`src/rtl/core/set_assoc_lru_cache_assert.svh`:
```
// ----------------------------------------------------------------------------
// set_assoc_lru_cache assertion macros
// shared assertion shorthands, sampled on clk_i and disabled while rst_ni is low
// ----------------------------------------------------------------------------
`ifndef SET_ASSOC_LRU_CACHE_ASSERT_SVH
`define SET_ASSOC_LRU_CACHE_ASSERT_SVH

// same-cycle implication
`define SAC_ASSERT_IMP(name, ante, cons, msg) \
  name: assert property (@(posedge clk_i) disable iff (!rst_ni) (ante) |-> (cons)) \
    else $error(msg);

// next-cycle implication
`define SAC_ASSERT_NXT(name, ante, cons, msg) \
  name: assert property (@(posedge clk_i) disable iff (!rst_ni) (ante) |=> (cons)) \
    else $error(msg);

`endif

```
`src/rtl/core/sac_pkg.sv`:
```
// ----------------------------------------------------------------------------
// sac_pkg
// shared constants, types and helpers of the set associative lru cache
// ----------------------------------------------------------------------------
package sac_pkg;

  localparam int unsigned ADDR_W     = 32;
  localparam int unsigned DATA_W     = 32;
  localparam int unsigned CNT_W      = 32;
  localparam int unsigned BYTE_OFS_W = 2;

  localparam int unsigned SETS_DEF            = 64;
  localparam int unsigned WAYS_DEF            = 4;
  localparam int unsigned WORDS_PER_BLOCK_DEF = 8;

  // derived defaults for the submodules
  localparam int unsigned WAY_W_DEF = 2;
  localparam int unsigned TAG_W_DEF = 21;

  typedef enum logic {
    MODE_READ  = 1'b0,
    MODE_WRITE = 1'b1
  } mode_e;

  // one access leaving the lookup stage
  typedef struct packed {
    logic fire;
    logic is_write;
    logic hit;
  } acc_evt_t;

  // floor of log2, zero for values up to one
  function automatic int unsigned flog2(input int unsigned v);
    int unsigned b;
    int unsigned x;
    b = 0;
    x = v;
    while (x > 1) begin
      x = x >> 1;
      b = b + 1;
    end
    return b;
  endfunction

endpackage

```
`src/rtl/core/sac_stats.sv`:
```
// ----------------------------------------------------------------------------
// sac_stats
// wrapping hit and miss counters for reads and writes
// ----------------------------------------------------------------------------
module sac_stats (
  input  logic                      clk_i,
  input  logic                      rst_ni,
  input  sac_pkg::acc_evt_t         evt_i,
  output logic [sac_pkg::CNT_W-1:0] read_hits_o,
  output logic [sac_pkg::CNT_W-1:0] read_misses_o,
  output logic [sac_pkg::CNT_W-1:0] write_hits_o,
  output logic [sac_pkg::CNT_W-1:0] write_misses_o
);
  import sac_pkg::*;

  logic [CNT_W-1:0] rd_hit_q, rd_miss_q, wr_hit_q, wr_miss_q;

  always_ff @(posedge clk_i or negedge rst_ni) begin
    if (!rst_ni) begin
      rd_hit_q  <= '0;
      rd_miss_q <= '0;
      wr_hit_q  <= '0;
      wr_miss_q <= '0;
    end else if (evt_i.fire) begin
      if (evt_i.is_write) begin
        if (evt_i.hit) wr_hit_q  <= wr_hit_q + 1'b1;
        else           wr_miss_q <= wr_miss_q + 1'b1;
      end else begin
        if (evt_i.hit) rd_hit_q  <= rd_hit_q + 1'b1;
        else           rd_miss_q <= rd_miss_q + 1'b1;
      end
    end
  end

  assign read_hits_o    = rd_hit_q;
  assign read_misses_o  = rd_miss_q;
  assign write_hits_o   = wr_hit_q;
  assign write_misses_o = wr_miss_q;

endmodule

```
`config.mk`:
```
export PLATFORM = sky130hd
export DESIGN_NAME = sac_stats
export DESIGN_NICKNAME = d
export VERILOG_FILES = /design/src/rtl/core/set_assoc_lru_cache_assert.svh /design/src/rtl/core/sac_pkg.sv /design/src/rtl/core/sac_stats.sv
export SDC_FILE = /design/constraint.sdc
export NUM_CORES = 1
export LEC_CHECK = 0
export ABC_AREA = 1
export BUFFER_PORTS_ARGS = -buffer_cell sky130_fd_sc_hd__buf_2
export CORE_MARGIN = 10
export CORE_UTILIZATION = 50
export DETAILED_ROUTE_END_ITERATION = 6
export MAX_ROUTING_LAYER = met4
export PLACE_DENSITY = 0.83
export REMOVE_ABC_BUFFERS = 1
export SYNTH_ARGS = -nofsm -noshare
export SYNTH_HDL_FRONTEND = slang
export SYNTH_SLANG_ARGS = --single-unit
```
`constraint.sdc`:
```
create_clock -name clk_i -period 1.5 [get_ports clk_i]
set_clock_uncertainty 0.2 [all_clocks]
set_input_delay 0.3 -clock clk_i [delete_from_list [all_inputs] [get_ports clk_i]]
set_output_delay 0.3 -clock clk_i [all_outputs]
set_load 0.01 [all_outputs]
```
==> results.py, run 1 <==
metrics = {
    "outcome": {
        "outcome": "did not finish",
        "stop_stage": "global routing",
        "error_line": "[ERROR DPL-0038] Utilization greater than 100%, impossible to legalize",
    },
    "yosys": {
        "synth_top_family_by_area": "simple AND/OR/NAND/NOR gates",
        "yosys_warnings": 0,
        "synth.distinct_cells": 22,
        "yosys.area_share.simple_pct": 34.3,
        "yosys.area_share.adder_pct": 0.738,
        "synth_seq_cells": 128,
        "synth_area_per_cell_um2": 7.79,
        "synth_xor_area_share_pct": 11.0,
        "synth_compound_area_share_pct": 0.221,
        "synthMuxAreaShare_pct": 0,
        "ys_seq_area_share_pct": 47.2,
        "synthCells": 870,
        "synth_area_um2": 6780,
    },
    "floorplanning": {
        "num_rows": 42,
        "start_util_pct": 51.2,
        "fp.dieW_um": 136,
        "ioPinCount": 133,
        "fp.dieH_um": 136,
    },
    "placement": {
        "hpwlAfterDp_um": 15400,
        "place_ws_ps": -331,
        "gp_congestion": 0.966,
        "place_inst": 1364,
        "io_buffers": 132,
    },
    "timing": {
        "worst_endpoint": "write_hits_o[31]$_DFFE_PN0P_/D",
        "worst_path_end_type": "register data pin",
    },
    "clock_network": {
        "cts_max_path_buffers": 2,
        "cts_num_sinks": 128,
        "cts_root_buf": "clkbuf_16",
        "cts_max_level": 4,
        "cts_made_buffers": 17,
    },
    "grt": {
        "grt_max_degree": 81,
    },
}
metrics by stage:
stage	utilization, %	setup TNS (ps)	area (µm²)
3_5_place_dp	68.6	-18610	9080
4_1_cts	90.8	-12290	12000
3_3_place_gp	68.6	-13010	9080
2_1_floorplan	-	-5710	6760
kinds of logic after synthesis:
logic type | Yosys count
AOI/OAI and AO/OA | 3
xor gates and xnor gates | 85
adders and majority gates | 4
buffers and inverters | 116
DFF | 128
and+or+nand+nor | 534
synthesized netlist by cell type (all sizes together):
cell type  count  area (µm²)
nand3         81         415
nand2        259         975
buf            2        16.3
inv          114         428
ha             4        50.1
o21ai          3        15.0
dfrtp        128        3200
nand4         37         231
nand3b         6        45.0
xnor2         54         473
nor3          21         110
and2           4        25.0
nor4           1        6.26
nor2         124         508
nor3b          1        7.51
xor2          31         272
timing repair:
item                                    in CTS
setup buffers                              135
hold buffers                                 1
endpoints found under the setup margin     216
hold endpoints to repair                   128
gates resized for setup                    324
pin swaps                                   60
cloned                                       1
==> run 2: changes to the inputs <==
Settings changed: CORE_UTILIZATION 50 to 35, MAX_ROUTING_LAYER met4 to not set, PLACE_DENSITY 0.83 to not set, PLACE_DENSITY_LB_ADDON set to 0.15.
Clock period 1.5 ns to 1.95 ns, I/O delays scaled along.
==> run 2 against run 1 <==
  * Area after synthesis unchanged
  * The run now ends clean
  * Synthesized cell count unchanged
==> results.py, run 2 <==
metrics = {
    "routing": {
        "drc_errors": 0,
        "highest_layer": "met4",
        "firstDrtPassIters": 4,
        "route.met3.wl_um": 858,
        "wl_per_cell_um": 13.8,
        "wirelength_um": 18400,
        "vias": 6017,
        "dr_wl_met2_um": 8520,
        "drtAntennaViolNets": 0,
        "detail_route.wirelength.met1_um": 8660,
        "via_per_inst": 4.54,
        "drt-initial-drc-count": 247,
    },
    "critical_path": {
        "required_ps": 2090,
        "worstSetupPathType": "reg2reg",
        "crit_path_max_incr_delay_ps": 410,
        "crit_chain": "ha_1, nand3_1, nor2_1, nand2_2, nor2_4, buf_4, xor2_1",
        "critPathSlowestCell": "dfrtp_1",
        "cp_max_fo": 5,
        "crit_path_end_kind": "flop",
        "cp.arrival_ps": 1920,
        "cp-start-kind": "flop",
    },
    "yosys": {
        "yosysMostFrequentCell": "nand2_1",
        "synthTopCellsByCount": "nand2_1, dfrtp_1, nor2_1, inv_1, nand3_1",
        "ys_async_sr_fraction_pct": 100,
        "synthTopCellsByArea": "dfrtp_1, nand2_1, xnor2_1, nor2_1, inv_1",
        "yosys_warnings": 0,
        "synth_area_leader_cell": "dfrtp_1",
        "synth_seq_cells": 128,
        "ys.flop_type": "dfrtp_1",
        "synth_area_um2": 6780,
        "netlist.area_leader.share_pct": 47.2,
        "synthCells": 870,
        "synth.distinct_cells": 22,
        "ys_seq_area_share_pct": 47.2,
        "synth-edff-count": 0,
        "synth_area_per_cell_um2": 7.79,
    },
    "placement": {
        "hpwlAfterDp_um": 14300,
        "io_buffers": 132,
        "gp_congestion": 0.806,
    },
    "grt": {
        "grt_max_degree": 41,
        "grt_pass1_vias": 6063,
        "grt_use_total_pct": 14.6,
        "grt_overflow": 0,
        "grt_pass1_wl_um": 30900,
        "antenna_found_initial": 0,
    },
    "outcome": {
        "outcome": "finished, final reports clean",
    },
    "timing": {
        "fin_tns_setup_ps": 0,
        "finalCriticalPeriod_ps": 1780,
        "tightest_slew_ps": 384,
        "drv_slew": 0,
        "final_hold_viol_count": 0,
        "slew_headroom_pct": 74.2,
        "rsz0062_at_grt": "no",
        "timing.fmax_mhz": 562,
        "fin_crit_sh_pct": 91.2,
        "setup_viol": 0,
    },
    "clock_network": {
        "cts_root_buf": "clkbuf_16",
        "cts_tree": "yes",
        "cts_num_sinks": 128,
        "insertion_delay_ps": 420,
        "cts_made_buffers": 17,
        "cts_max_path_buffers": 2,
        "clk_pin_slew_ps": 60,
        "cts_max_level": 4,
    },
    "finish": {
        "fin_util_pct": 46.1,
        "antennaDiodeCount": 0,
        "final_layout_size_suffix_gt1_share_pct": 20.1,
        "layout_commonest_cell": "nand2_1",
        "synthToLayoutAreaGrowth_pct": 28.3,
        "fillers": 1907,
        "final_nets": 1062,
        "final_cell_mix": "nand2_1, buf_2, dfrtp_1, inv_1, nor2_1",
    },
    "power_and_ir_drop": {
        "power_w": 0.00732,
        "pwr_density_cell_nw_per_um2": 841,
        "power.leakage_nw": 4.40,
        "vdd_ir_drop_max_mv": 0.579,
    },
    "floorplanning": {
        "core_um2": 18900,
        "num_rows": 50,
        "die-area_um2": 25300,
        "fp.dieW_um": 159,
        "fp.dieH_um": 159,
        "ioPinCount": 133,
        "start_util_pct": 35.9,
    },
    "flow_run": {
        "cap_violations": 0,
    },
    "hold_path": {
        "hold_path_class": "in2reg",
    },
}
[run 2: cell counts after synthesis]
No cell type changed its count.
[run 2: kinds of logic (layout without fill, tap and decap cells)]
logic type / Yosys count / after routing / synth area share [%]
and+or+nand+nor: 534 / 535 / 34.3
DFF: 128 / 128 / 47.2
buffers and inverters: 116 / 311 / 6.55
xor gates and xnor gates: 85 / 85 / 11.0
adders and majority gates: 4 / 4 / 0.738
AOI/OAI and AO/OA: 3 / 3 / 0.221
[run 2: what timing repair did]
item,4_1_cts,5_1_grt
setup endpoints to repair,0,14
hold buffers,1,0
endpoints found under the hold margin,33,0
gates resized for setup,0,7
buffers inserted,0,1
[run 2: metal layers]
layer	vias up	global-route usage, %
li1	3106	-
met1	2781	18.5
met2	109	23.7
met3	21	4.00
met4	0	4.89
met5	-	0
[run 2: final timing paths]
kind                                endpoint  cells past startpoint  slack (ps)        startpoint
min                           read_hits_o[1]                      4         220          evt_i[1]
max                         write_hits_o[18]                      7         170   write_hits_o[1]
min reg2reg                 write_hits_o[31]                      2         290  write_hits_o[31]
max reg2reg                 write_hits_o[18]                      7         170   write_hits_o[1]
min in group asynchronous  read_misses_o[17]                      2         240            rst_ni
max in group asynchronous   write_hits_o[30]                      3         730            rst_ni
[run 2: critical path: cells and delay by family (launching register included)]
| family | cells | cell delay [ps] |
|---|---|---|
| adder cells (fa/ha/maj) | 1 | 190 |
| AND/OR/NAND/NOR | 4 | 620 |
| XOR/XNOR | 1 | 130 |
| buffers and inverters | 1 | 140 |
| flip-flops | 1 | 410 |
[run 2: where the power goes]
group	internal [W]	switching (W)
sequential	0.00285	0.000244
clock	0.00222	0.00124
combinational	0.000319	0.000453
total	0.00538	0.00194
[run 2: layout make-up]
| class | count | area, µm² | area share (%) |
|---|---|---|---|
| multi-input combinational | 627 | 3160 | 36.4 |
| tap | 260 | 325 | 3.74 |
| timing repair buffer | 165 | 942 | 10.8 |
| sequential | 128 | 3200 | 36.8 |
| clock buffer | 20 | 457 | 5.25 |
| clock inverter | 12 | 183 | 2.10 |
| inverter | 114 | 428 | 4.92 |
[run 2: metrics by stage]
stage,area (µm²),instances,hold slack (ps),worst slack [ps]
CTS,8660,1324,200,87.7
floorplan,6760,868,-106,181
global route,8700,1326,225,14.1
global placement,8010,1291,120,57.4
detailed placement,8010,1291,119,25.0
finish,8700,1326,218,171
Power figures use the tool's default switching activity.
