--- src/rtl/core/set_assoc_lru_cache_assert.svh ---
// ----------------------------------------------------------------------------
// set_assoc_lru_cache assertion macros
// shared assertion shorthands, sampled on clk_i and disabled while rst_ni is low
// ----------------------------------------------------------------------------
`ifndef SET_ASSOC_LRU_CACHE_ASSERT_SVH
`define SET_ASSOC_LRU_CACHE_ASSERT_SVH

// same-cycle implication
`define SAC_ASSERT_IMP(name, ante, cons, msg) \
  name: assert property (@(posedge clk_i) disable iff (!rst_ni) (ante) |-> (cons)) \
    else $error(msg);

// next-cycle implication
`define SAC_ASSERT_NXT(name, ante, cons, msg) \
  name: assert property (@(posedge clk_i) disable iff (!rst_ni) (ante) |=> (cons)) \
    else $error(msg);

`endif

--- src/rtl/core/sac_pkg.sv ---
// ----------------------------------------------------------------------------
// sac_pkg
// shared constants, types and helpers of the set associative lru cache
// ----------------------------------------------------------------------------
package sac_pkg;

  localparam int unsigned ADDR_W     = 32;
  localparam int unsigned DATA_W     = 32;
  localparam int unsigned CNT_W      = 32;
  localparam int unsigned BYTE_OFS_W = 2;

  localparam int unsigned SETS_DEF            = 64;
  localparam int unsigned WAYS_DEF            = 4;
  localparam int unsigned WORDS_PER_BLOCK_DEF = 8;

  // derived defaults for the submodules
  localparam int unsigned WAY_W_DEF = 2;
  localparam int unsigned TAG_W_DEF = 21;

  typedef enum logic {
    MODE_READ  = 1'b0,
    MODE_WRITE = 1'b1
  } mode_e;

  // one access leaving the lookup stage
  typedef struct packed {
    logic fire;
    logic is_write;
    logic hit;
  } acc_evt_t;

  // floor of log2, zero for values up to one
  function automatic int unsigned flog2(input int unsigned v);
    int unsigned b;
    int unsigned x;
    b = 0;
    x = v;
    while (x > 1) begin
      x = x >> 1;
      b = b + 1;
    end
    return b;
  endfunction

endpackage

--- src/rtl/core/sac_lookup.sv ---
// ----------------------------------------------------------------------------
// sac_lookup
// tag compare, victim pick, lru rank update and word select for one set
// ----------------------------------------------------------------------------
module sac_lookup #(
  parameter int unsigned WAYS   = sac_pkg::WAYS_DEF,
  parameter int unsigned WAY_W  = sac_pkg::WAY_W_DEF,
  parameter int unsigned TAG_W  = sac_pkg::TAG_W_DEF,
  parameter int unsigned DATA_W = sac_pkg::DATA_W
) (
  input  logic                          is_write_i,
  input  logic [TAG_W-1:0]              req_tag_i,
  input  logic [DATA_W-1:0]             wdata_i,
  input  logic [WAYS-1:0]               valid_i,
  input  logic [WAYS-1:0][TAG_W-1:0]    tag_i,
  input  logic [WAYS-1:0][WAY_W-1:0]    rank_i,
  input  logic [WAYS-1:0][DATA_W-1:0]   data_i,
  output logic                          hit_o,
  output logic [WAYS-1:0]               match_o,
  output logic [WAY_W-1:0]              way_o,
  output logic [DATA_W-1:0]             rdata_o,
  output logic [WAYS-1:0]               valid_o,
  output logic [WAYS-1:0][TAG_W-1:0]    tag_o,
  output logic [WAYS-1:0][WAY_W-1:0]    rank_o,
  output logic [WAYS-1:0][DATA_W-1:0]   data_o
);

  logic [WAYS-1:0]  match;
  logic [WAY_W-1:0] hit_way;
  logic [WAY_W-1:0] victim;
  logic [WAY_W-1:0] way;
  logic [WAY_W-1:0] old_rank;

  always_comb begin
    hit_way = '0;
    victim  = '0;
    for (int w = 0; w < WAYS; w++) begin
      match[w] = valid_i[w] && (tag_i[w] == req_tag_i);
    end
    // descending scan leaves the lowest way
    for (int w = WAYS - 1; w >= 0; w--) begin
      if (match[w]) begin
        hit_way = WAY_W'(w);
      end
      if (rank_i[w] == '0) begin
        victim = WAY_W'(w);
      end
    end
  end

  assign hit_o    = |match;
  assign match_o  = match;
  assign way      = hit_o ? hit_way : victim;
  assign way_o    = way;
  assign old_rank = rank_i[way];

  always_comb begin
    valid_o = valid_i;
    tag_o   = tag_i;
    data_o  = data_i;
    for (int w = 0; w < WAYS; w++) begin
      if (WAY_W'(w) == way) begin
        rank_o[w] = WAY_W'(WAYS - 1);
      end else if (rank_i[w] > old_rank) begin
        rank_o[w] = rank_i[w] - 1'b1;
      end else begin
        rank_o[w] = rank_i[w];
      end
    end
    valid_o[way] = 1'b1;
    if (!hit_o) begin
      tag_o[way] = req_tag_i;
    end
    if (is_write_i) begin
      data_o[way] = wdata_i;
    end
  end

  assign rdata_o = is_write_i ? '0 : data_i[way];

endmodule

--- config.mk ---
export PLATFORM = sky130hd
export DESIGN_NAME = sac_lookup
export DESIGN_NICKNAME = d
export VERILOG_FILES = /design/src/rtl/core/set_assoc_lru_cache_assert.svh /design/src/rtl/core/sac_pkg.sv /design/src/rtl/core/sac_lookup.sv
export SDC_FILE = /design/constraint.sdc
export NUM_CORES = 1
export LEC_CHECK = 0
export BUFFER_PORTS_ARGS = -buffer_cell sky130_fd_sc_hd__buf_2
export CAP_MARGIN = 0
export CORE_AREA = 2 2 213 215
export DETAILED_ROUTE_END_ITERATION = 8
export DIE_AREA = 0 0 215 217
export GPL_ROUTABILITY_DRIVEN = 1
export GPL_TIMING_DRIVEN = 0
export REMOVE_ABC_BUFFERS = 1
export SYNTH_ARGS = -nofsm -noshare
export SYNTH_HDL_FRONTEND = slang
export SYNTH_SLANG_ARGS = --single-unit
--- constraint.sdc ---
create_clock -name vclk -period 4.9
set_clock_uncertainty 0.2 [all_clocks]
set_input_delay 0.49 -clock vclk [all_inputs]
set_output_delay 0.49 -clock vclk [all_outputs]
set_load 0.02 [all_outputs]
* Word-level counts from Yosys, hierarchy flattened
Cells that the tools add are included.
** Operators by class
- Equal/unequal tests :: 7
- Multiplexer cells :: 32
- Reductions and logical operators :: 11
- $add $sub $neg :: 4
- Magnitude comparators :: 6
- Bitwise gates (word level) :: 1
** Operators with widths (count)
- $bwmux 128 :: 1
- $mux 128 :: 1
- $mux 32 :: 3
- $bwmux 84 :: 1
- $eq 21x21->1 :: 4
- $mux 84 :: 1
- $bmux 32 s2 :: 1
- $demux 32 s2 :: 1
- $demux 21 s2 :: 1
- $mux 2 :: 18
- $mux 21 :: 1
- $logic_not 2->1 :: 5
- $gt 2x2->1 :: 4
- $sub 2x1->2 const B :: 4
- $logic_and 1x1->1 :: 5
- $bmux 2 s2 :: 1
- $eq 2x2->1 const A :: 2
- $or 4x4->4 :: 1
- $reduce_or 4->1 :: 1
- $lt 2x3->1 const B :: 1
- $demux 1 s2 :: 1
- $eq 1x2->1 const A :: 1
- $ge 2x1->1 const B :: 1
- $mux 1 :: 1
** Word-level totals
- Logic and storage cells :: 61
- Input port bits :: 278
- Flip-flop bits (word level) :: 0

* Longest topological paths before layout
Gate-level depths: netlist of the first run.
- Word-level depth :: 13
- Gate-level depth with buffers :: 19
- Gate-level depth less buffers :: 17

* Worst setup path before layout of the first run
OpenSTA, ideal clock, no wires.
- Path type :: input to output
- Start :: input req_tag_i[16]
- End :: output rank_o[6] (netlist name)
- Setup slack :: 0.425 ns
- Required time :: 4.210 ns
- Arrival time :: 3.785 ns
- Buffers on the path :: 2
- Stages :: 18
- Cells stage by stage :: buf_2 -> xor2_1 -> nor4b_1 -> nand4_1 -> or2_1 -> and2_0 -> clkbuf_1 -> nand2_2 -> inv_2 -> a211oi_1 -> a21oi_1 -> ha_1 -> nor2_1 -> nand2_1 -> o41ai_1 -> a221o_1 -> a211oi_1 -> mux2i_1
** RTL lines
- start, declared :: RTL line sac_lookup.sv:12 : input logic [TAG_W-1:0] req_tag_i,
- end, declared :: RTL line sac_lookup.sv:24 : output logic [WAYS-1:0][WAY_W-1:0] rank_o,

==> results of run 1 <==
[cell usage after synthesis (8+ instances only)]
library cell,instances
nor4_1,17
buf_2,40
nor2b_1,32
mux2_4,30
ha_1,8
xnor2_1,46
nand2_1,11
inv_1,10
nand4_1,23
mux2_1,25
nor2_1,21
mux2i_1,8
mux2_2,157
xor2_1,38
mux4_2,32
[cell families after synthesis]
kind of cell | synth area share, %
AOI/OAI and AO/OA | 3.07
xor gates and xnor gates | 13.2
muxes | 59.2
adders and majority gates | 2.00
and+or+nand+nor | 16.0
buffers and inverters | 6.55
[area by class of cell]
class / count / area [µm²]
fill: 4972 / 35300
multi-input combinational: 519 / 5640
timing repair buffer: 554 / 2910
tap: 600 / 751
inverter: 13 / 56.3
antenna: 4 / 10.0
[critical path, stage by stage]
cell,delay (ns)
buf_2,0.17
xnor2_1,0.54
nor3b_1,0.28
nand4_1,0.11
buf_4,0.19
a31oi_4,0.22
buf_12,0.22
inv_6,0.12
a211oi_2,0.18
a21oi_2,0.06
ha_1,0.32
nor2_1,0.09
nand2_1,0.08
o41ai_1,0.06
a221o_1,0.27
a211oi_2,0.20
mux2i_1,0.22
buf_4,0.16
[per-layer routing]
layer  GRT usage (%)  vias up
li1                -     3239
met1            18.3     3605
met2            27.7      440
met3            1.64       49
met4            2.32        0
met5               0        -
[path summary, 6_finish.rpt]
check / slack [ns] / to / cells past startpoint
setup / recovery: 0.13 / rank_o[6] / 18
hold / removal: 1.14 / valid_o[3] / 3
[metrics by stage]
stage                     TNS [ns]  std cells  setup WS, ns  hold slack [ns]
after detailed placement   -129.69       1679         -1.62             1.13
after floorplan            -516.14        531         -3.12            0.858
after global routing       -0.0613       1690       -0.0613             1.15
final                            0       1690         0.125             1.14
after global placement    -1438.67       1672         -6.90             1.13
after CTS                        0       1687        0.0195             1.13
[placed cells by master, fill, tap and decap left out, types with 10 or more instances in the layout]
master and n:
xnor2_1 20, xor2_1 35, mux2_2 157, xnor2_2 21
mux4_2 32, mux2_4 30, buf_4 13, nand4_1 23
nor2_1 20, buf_2 530, mux2_1 25, nor2b_1 32
inv_1 10, nor4_1 15
[power groups by stage]
stage / clock network, mW / registers [mW] / logic [mW]
6_report: 0.000000109 / 0 / 1.30
3_5_place_dp: 0 / 0 / 1.25
4_1_cts: 0 / 0 / 1.29
5_1_grt: 0.000000109 / 0 / 1.38
2_1_floorplan: 0 / 0 / 0.717
3_3_place_gp: 0 / 0 / 1.23
[what timing repair did]
action                     4_1_cts  5_1_grt
gates resized for setup         45       23
setup endpoints to repair      215       57
gates cloned                     1        0
buffers inserted                 7        0
pin swaps                        9        4
==> impl_metrics.py, run 1 <==
metrics = {
    "finish": {
        "fin_nets": 1374,
        "nClkBuffers": 0,
        "drive_gt1_share_pct": 76.8,
        "register_area_um2": 0,
        "design.seq.count": 0,
        "stdcell_area_um2": 9370,
        "fin_util_pct": 21.0,
        "area_growth_pct": 68.0,
    },
    "sta": {
        "rsz0062_at_grt": "true",
        "post-route-min-period_ns": 4.77,
        "slew_violations": 0,
        "timing.fmax_mhz": 209,
        "tightest_slew_ns": 0.979,
        "finalCritPeriodShare_pct": 97.4,
        "max_slew_margin_pct": 34.7,
        "finalSetupViolations": 0,
        "final_hold_viol_count": 0,
    },
    "power_and_ir_drop": {
        "p_int_mw": 0.548,
        "p_clk_share_pct": 0,
        "total_leakage_power_nw": 4.45,
        "p_comb_share_pct": 100.0,
        "power_switching_mw": 0.752,
        "vdd_ir_drop_max_mv": 0.0629,
        "p_total_mw": 1.30,
        "swShare_pct": 57.8,
        "seqPwrFrac_pct": 0,
        "p_per_area_nw_per_um2": 139,
    },
    "floorplan": {
        "die_h_um": 217,
        "die_x_um": 215,
        "ios": 541,
        "die-area_um2": 46700,
        "core_area_um2": 44700,
        "initial_utilization_pct": 12.5,
        "rows": 78,
    },
    "run": {
        "drv_cap": 0,
    },
    "routing": {
        "num_vias": 7333,
        "routed_wl_um": 37500,
        "first_iter_violations": 336,
        "drc": 0,
        "highest_layer": "met4",
        "ant_nets": 0,
        "routed-wl-met3_um": 2340,
        "drt-vias-per-instance": 4.34,
        "post_drt_wl_per_cell_um": 22.2,
        "wl_met1_um": 15300,
        "drt-pass1-iter-count": 5,
        "wl_met2_um": 19200,
    },
    "hold_path": {
        "hp-class": "primary input to output port",
        "hp-start": "valid_i[3]",
    },
    "synthesis": {
        "yosysTopAreaCell": "mux2_2",
        "netlist.area_leader.share_pct": 31.7,
        "yosysWarnings": 0,
        "ys_types": 50,
        "synthesis.area_um2": 5580,
        "syn-instance-count": 586,
        "synth_area_per_cell_um2": 9.52,
        "seq_area_frac_synth_pct": 0,
        "synth_area_leaders": "mux2_2 32%, mux4_2 13%, mux2_4 8.1%",
    },
    "global_route": {
        "antenna_found_initial": 12,
        "grt_start_max_net_pins": 37,
        "grt_pass1_vias": 7240,
        "grt_overflow": 0,
        "grt_usage_pct": 14.8,
        "grt_pass1_wl_um": 51400,
    },
    "worst_setup_path": {
        "startpoint": "req_tag_i[1]",
        "cp_max_fo": 19,
        "critical_path_class": "primary input to output port",
        "worstSetupStartpointType": "primary input",
        "crit_arrival_ns": 4.08,
        "crit_path_end_kind": "output port",
        "required_ns": 4.21,
    },
    "clocking": {
        "hold_buffers": 0,
    },
    "outcome": {
        "outcome": "completed",
    },
    "placement": {
        "dpl_cell_area_um2": 8900,
        "port_buffers": 541,
        "hpwl_um": 32100,
        "gp_congestion": 0.896,
    },
}
Note: power is estimated with default switching activity, not from simulation.
==> inputs of run 2 (changes only) <==
--- a/config.mk
+++ b/config.mk
@@ -12,6 +12,7 @@
 export DIE_AREA = 0 0 215 217
 export GPL_ROUTABILITY_DRIVEN = 1
 export GPL_TIMING_DRIVEN = 0
+export MAX_ROUTING_LAYER = met4
 export REMOVE_ABC_BUFFERS = 1
 export SYNTH_ARGS = -nofsm -noshare
 export SYNTH_HDL_FRONTEND = slang
==> run 2 against run 1 <==
The run now fails in 5_2_route. Synthesized cell count is the same. Synthesized area unchanged. Global-route usage increased by 0.43 points.
==> impl_metrics.py, run 2 <==
metrics = {
    "outcome": {
        "outcome": "aborted with a tool error",
        "stop_stage": "5_2_route",
        "first-error": "[ERROR DRT-0255] Maze Route cannot find path of net data_i[89] in worker of routeBox ( 193200 96600 ) ( 215000 144900 ).",
    },
    "floorplan": {
        "initial_utilization_pct": 12.5,
        "die_x_um": 215,
        "die_h_um": 217,
        "rows": 78,
        "ios": 541,
    },
    "sta": {
        "endpoint_type": "primary output",
        "worstEndpointGrtRepair": "rank_o[6]",
    },
    "global_route": {
        "grt_usage_pct": 15.2,
        "antenna_found_initial": 13,
        "grt_overflow": 0,
        "grt_pass1_vias": 7224,
        "grt_pass1_wl_um": 51300,
        "grt_start_max_net_pins": 37,
    },
    "synthesis": {
        "yosysWarnings": 0,
        "synth_area_per_cell_um2": 9.52,
        "netlist.area_leader.share_pct": 31.7,
        "ys_types": 50,
        "syn-instance-count": 586,
        "yosysTopAreaCell": "mux2_2",
        "seq_area_frac_synth_pct": 0,
        "synth_area_leaders": "mux2_2 32%, mux4_2 13%, mux2_4 8.1%",
        "synth_top_cells_by_count": "157 x mux2_2, 46 x xnor2_1, 40 x buf_2",
        "yosys.cell_count.top_type": "mux2_2",
        "synthesis.area_um2": 5580,
    },
    "placement": {
        "port_buffers": 541,
        "gp_congestion": 0.909,
        "hpwl_um": 32200,
    },
    "clocking": {
        "hold_buffers": 0,
    },
}
[run 2: repair_timing]
item | in CTS | in global routing
gates cloned | 1 | 0
setup endpoints to repair | 222 | 45
gates resized for setup | 50 | 10
setup buffers | 5 | 11
pin swaps | 10 | 6
[run 2: per-stage QoR]
stage	hold slack (ns)	setup slack (ns)	std cells	instance area [µm²]	util, %
5_1_grt	1.15	0.000224	1702	9440	21.1
4_1_cts	1.13	0.00349	1684	9260	20.7
3_5_place_dp	1.12	-1.66	1679	8910	19.9
3_3_place_gp	1.13	-6.96	1672	8720	19.5
2_1_floorplan	0.858	-3.12	531	5260	-
[run 2: logic make-up after synthesis]
family	Yosys count	share of synthesized area, %
fa+ha+maj	9	2.00
mux	252	59.2
simple gates	149	16.0
xor+xnor	84	13.2
buf+inv	68	6.55
compound gates	24	3.07
[run 2: routing by layer]
layer	track usage (%)
met1	18.3
met2	27.3
met3	1.44
met4	3.61
met5	-
==> inputs of run 3 (changes only) <==
--- a/config.mk
+++ b/config.mk
@@ -7,12 +7,12 @@
 export LEC_CHECK = 0
 export BUFFER_PORTS_ARGS = -buffer_cell sky130_fd_sc_hd__buf_2
 export CAP_MARGIN = 0
-export CORE_AREA = 2 2 213 215
+export CORE_AREA = 2 2 212 214
 export DETAILED_ROUTE_END_ITERATION = 8
-export DIE_AREA = 0 0 215 217
+export DIE_AREA = 0 0 214 216
 export GPL_ROUTABILITY_DRIVEN = 1
 export GPL_TIMING_DRIVEN = 0
-export MAX_ROUTING_LAYER = met4
+export PLACE_DENSITY_LB_ADDON = 0.15
 export REMOVE_ABC_BUFFERS = 1
 export SYNTH_ARGS = -nofsm -noshare
 export SYNTH_HDL_FRONTEND = slang
==> run 3 against run 2 <==
The flow now finishes without violations. Global-route usage up 1.3 points.
==> impl_metrics.py, run 3 (synthesis gave the netlist of run 1 again) <==
metrics = {
    "sta": {
        "timing.fmax_mhz": 218,
        "finalSetupViolations": 0,
        "max_slew_margin_pct": 32.5,
        "tightest_slew_ns": 1.01,
        "rsz0062_at_grt": "false",
        "finalCritPeriodShare_pct": 93.7,
        "post-route-min-period_ns": 4.59,
        "final_hold_viol_count": 0,
        "whs_ns": 1.14,
        "slew_violations": 0,
    },
    "floorplan": {
        "rows": 77,
        "die-area_um2": 46200,
        "die_x_um": 214,
        "die_h_um": 216,
        "core_area_um2": 43800,
        "initial_utilization_pct": 12.7,
        "ios": 541,
    },
    "routing": {
        "routed_wl_um": 40600,
        "first_iter_violations": 208,
        "drt-vias-per-instance": 4.12,
        "drt-pass1-iter-count": 4,
        "post_drt_wl_per_cell_um": 24.0,
        "ant_nets": 0,
        "drc": 0,
        "num_vias": 6971,
    },
    "worst_setup_path": {
        "critical_path_class": "primary input to output port",
        "startpoint": "req_tag_i[14]",
        "path_buf_inv": 3,
        "cp_common_cell": "buf_2",
        "worstSetupStartpointType": "primary input",
        "cp_max_fo": 32,
        "crit_slowest_cell": "or4_4",
        "required_ns": 4.21,
        "cp_cell_sequence": "buf_2 > xnor2_1 > nand4_1 > or4_4 > o22ai_2 > a31oi_4 > buf_4 > nor3_4 > nand2_4 > mux2_4 > buf_2",
        "crit_path_end_kind": "output port",
        "critPathTopFamily": "simple AND/OR/NAND/NOR gates",
        "slowest_delay_ns": 0.58,
        "crit_arrival_ns": 3.90,
    },
    "placement": {
        "gp_congestion": 1.01,
        "dp_cells": 1672,
        "port_buffers": 541,
        "hpwl_um": 35200,
        "dpl_cell_area_um2": 8930,
    },
    "finish": {
        "stdcell_area_um2": 9400,
        "final_cell_count_no_fill": 1693,
        "area_growth_pct": 68.6,
        "final_cell_mix": "529 x buf_2, 157 x mux2_2, 37 x xor2_1",
        "design.seq.count": 0,
        "fin_nets": 1388,
        "drive_gt1_share_pct": 76.6,
        "nClkBuffers": 0,
        "final_common_cell": "buf_2",
        "fin_util_pct": 21.5,
        "register_area_um2": 0,
    },
    "outcome": {
        "outcome": "completed",
    },
    "run": {
        "drv_cap": 0,
    },
    "clocking": {
        "hold_buffers": 0,
    },
    "power_and_ir_drop": {
        "p_per_area_nw_per_um2": 139,
        "total_leakage_power_nw": 4.47,
        "vdd_ir_drop_max_mv": 0.0504,
        "p_total_mw": 1.31,
    },
    "global_route": {
        "grt_pass1_vias": 7275,
        "grt_pass1_wl_um": 56100,
        "grt_usage_pct": 16.5,
        "grt_overflow": 0,
        "grt_start_max_net_pins": 37,
        "antenna_found_initial": 12,
    },
    "hold_path": {
        "hp-start": "valid_i[3]",
        "hp-class": "primary input to output port",
    },
}
[run 3: final cells by class]
type | instances | area [µm²]
multi-input combinational | 519 | 5550
timing repair buffer | 568 | 3050
antenna | 1 | 2.50
fill | 5024 | 34400
inverter | 13 | 56.3
tap | 592 | 741
[run 3: power by group]
group	total (mW)	internal [mW]	leakage, nW	switching [mW]
Clock	0.0000000277	0.0000000277	0.00000634	0
Sequential	0	0	0	0
Combinational	1.31	0.557	4.47	0.750
[run 3: path summary, 6_finish.rpt]
| check | slack, ns | end | cells past startpoint |
|---|---|---|---|
| max | 0.31 | data_o[97] | 11 |
| min | 1.14 | valid_o[3] | 3 |
[run 3: through the flow]
stage	TNS (ns)	setup slack, ns
final	0	0.307
after global routing	0	0.0345
after CTS	-0.0418	-0.0418
after detailed placement	-106.71	-1.58
after global placement	-1529.86	-7.08
after floorplan	-516.14	-3.12
[run 3: repair_timing]
action                                  in CTS  in global routing
cloned                                       1                  0
setup buffers                                6                 14
endpoints found under the setup margin     203                 18
pin swaps                                    8                  6
resized for setup                           30                 28
[run 3: tightest hold or removal path, delay by kind of cell]
kind / cells / cell delay [ns]
and+or+nand+nor: 1 / 0.10
buffers and inverters: 2 / 0.26
[run 3: layer usage]
metal  vias to the layer above  wire length, µm  GRT usage, %
li1                       3243                -             -
met4                        10              665          2.07
met2                       335            22100          33.0
met3                        43             2770          3.89
met1                      3340            15000          17.7
met5                         -               52             0
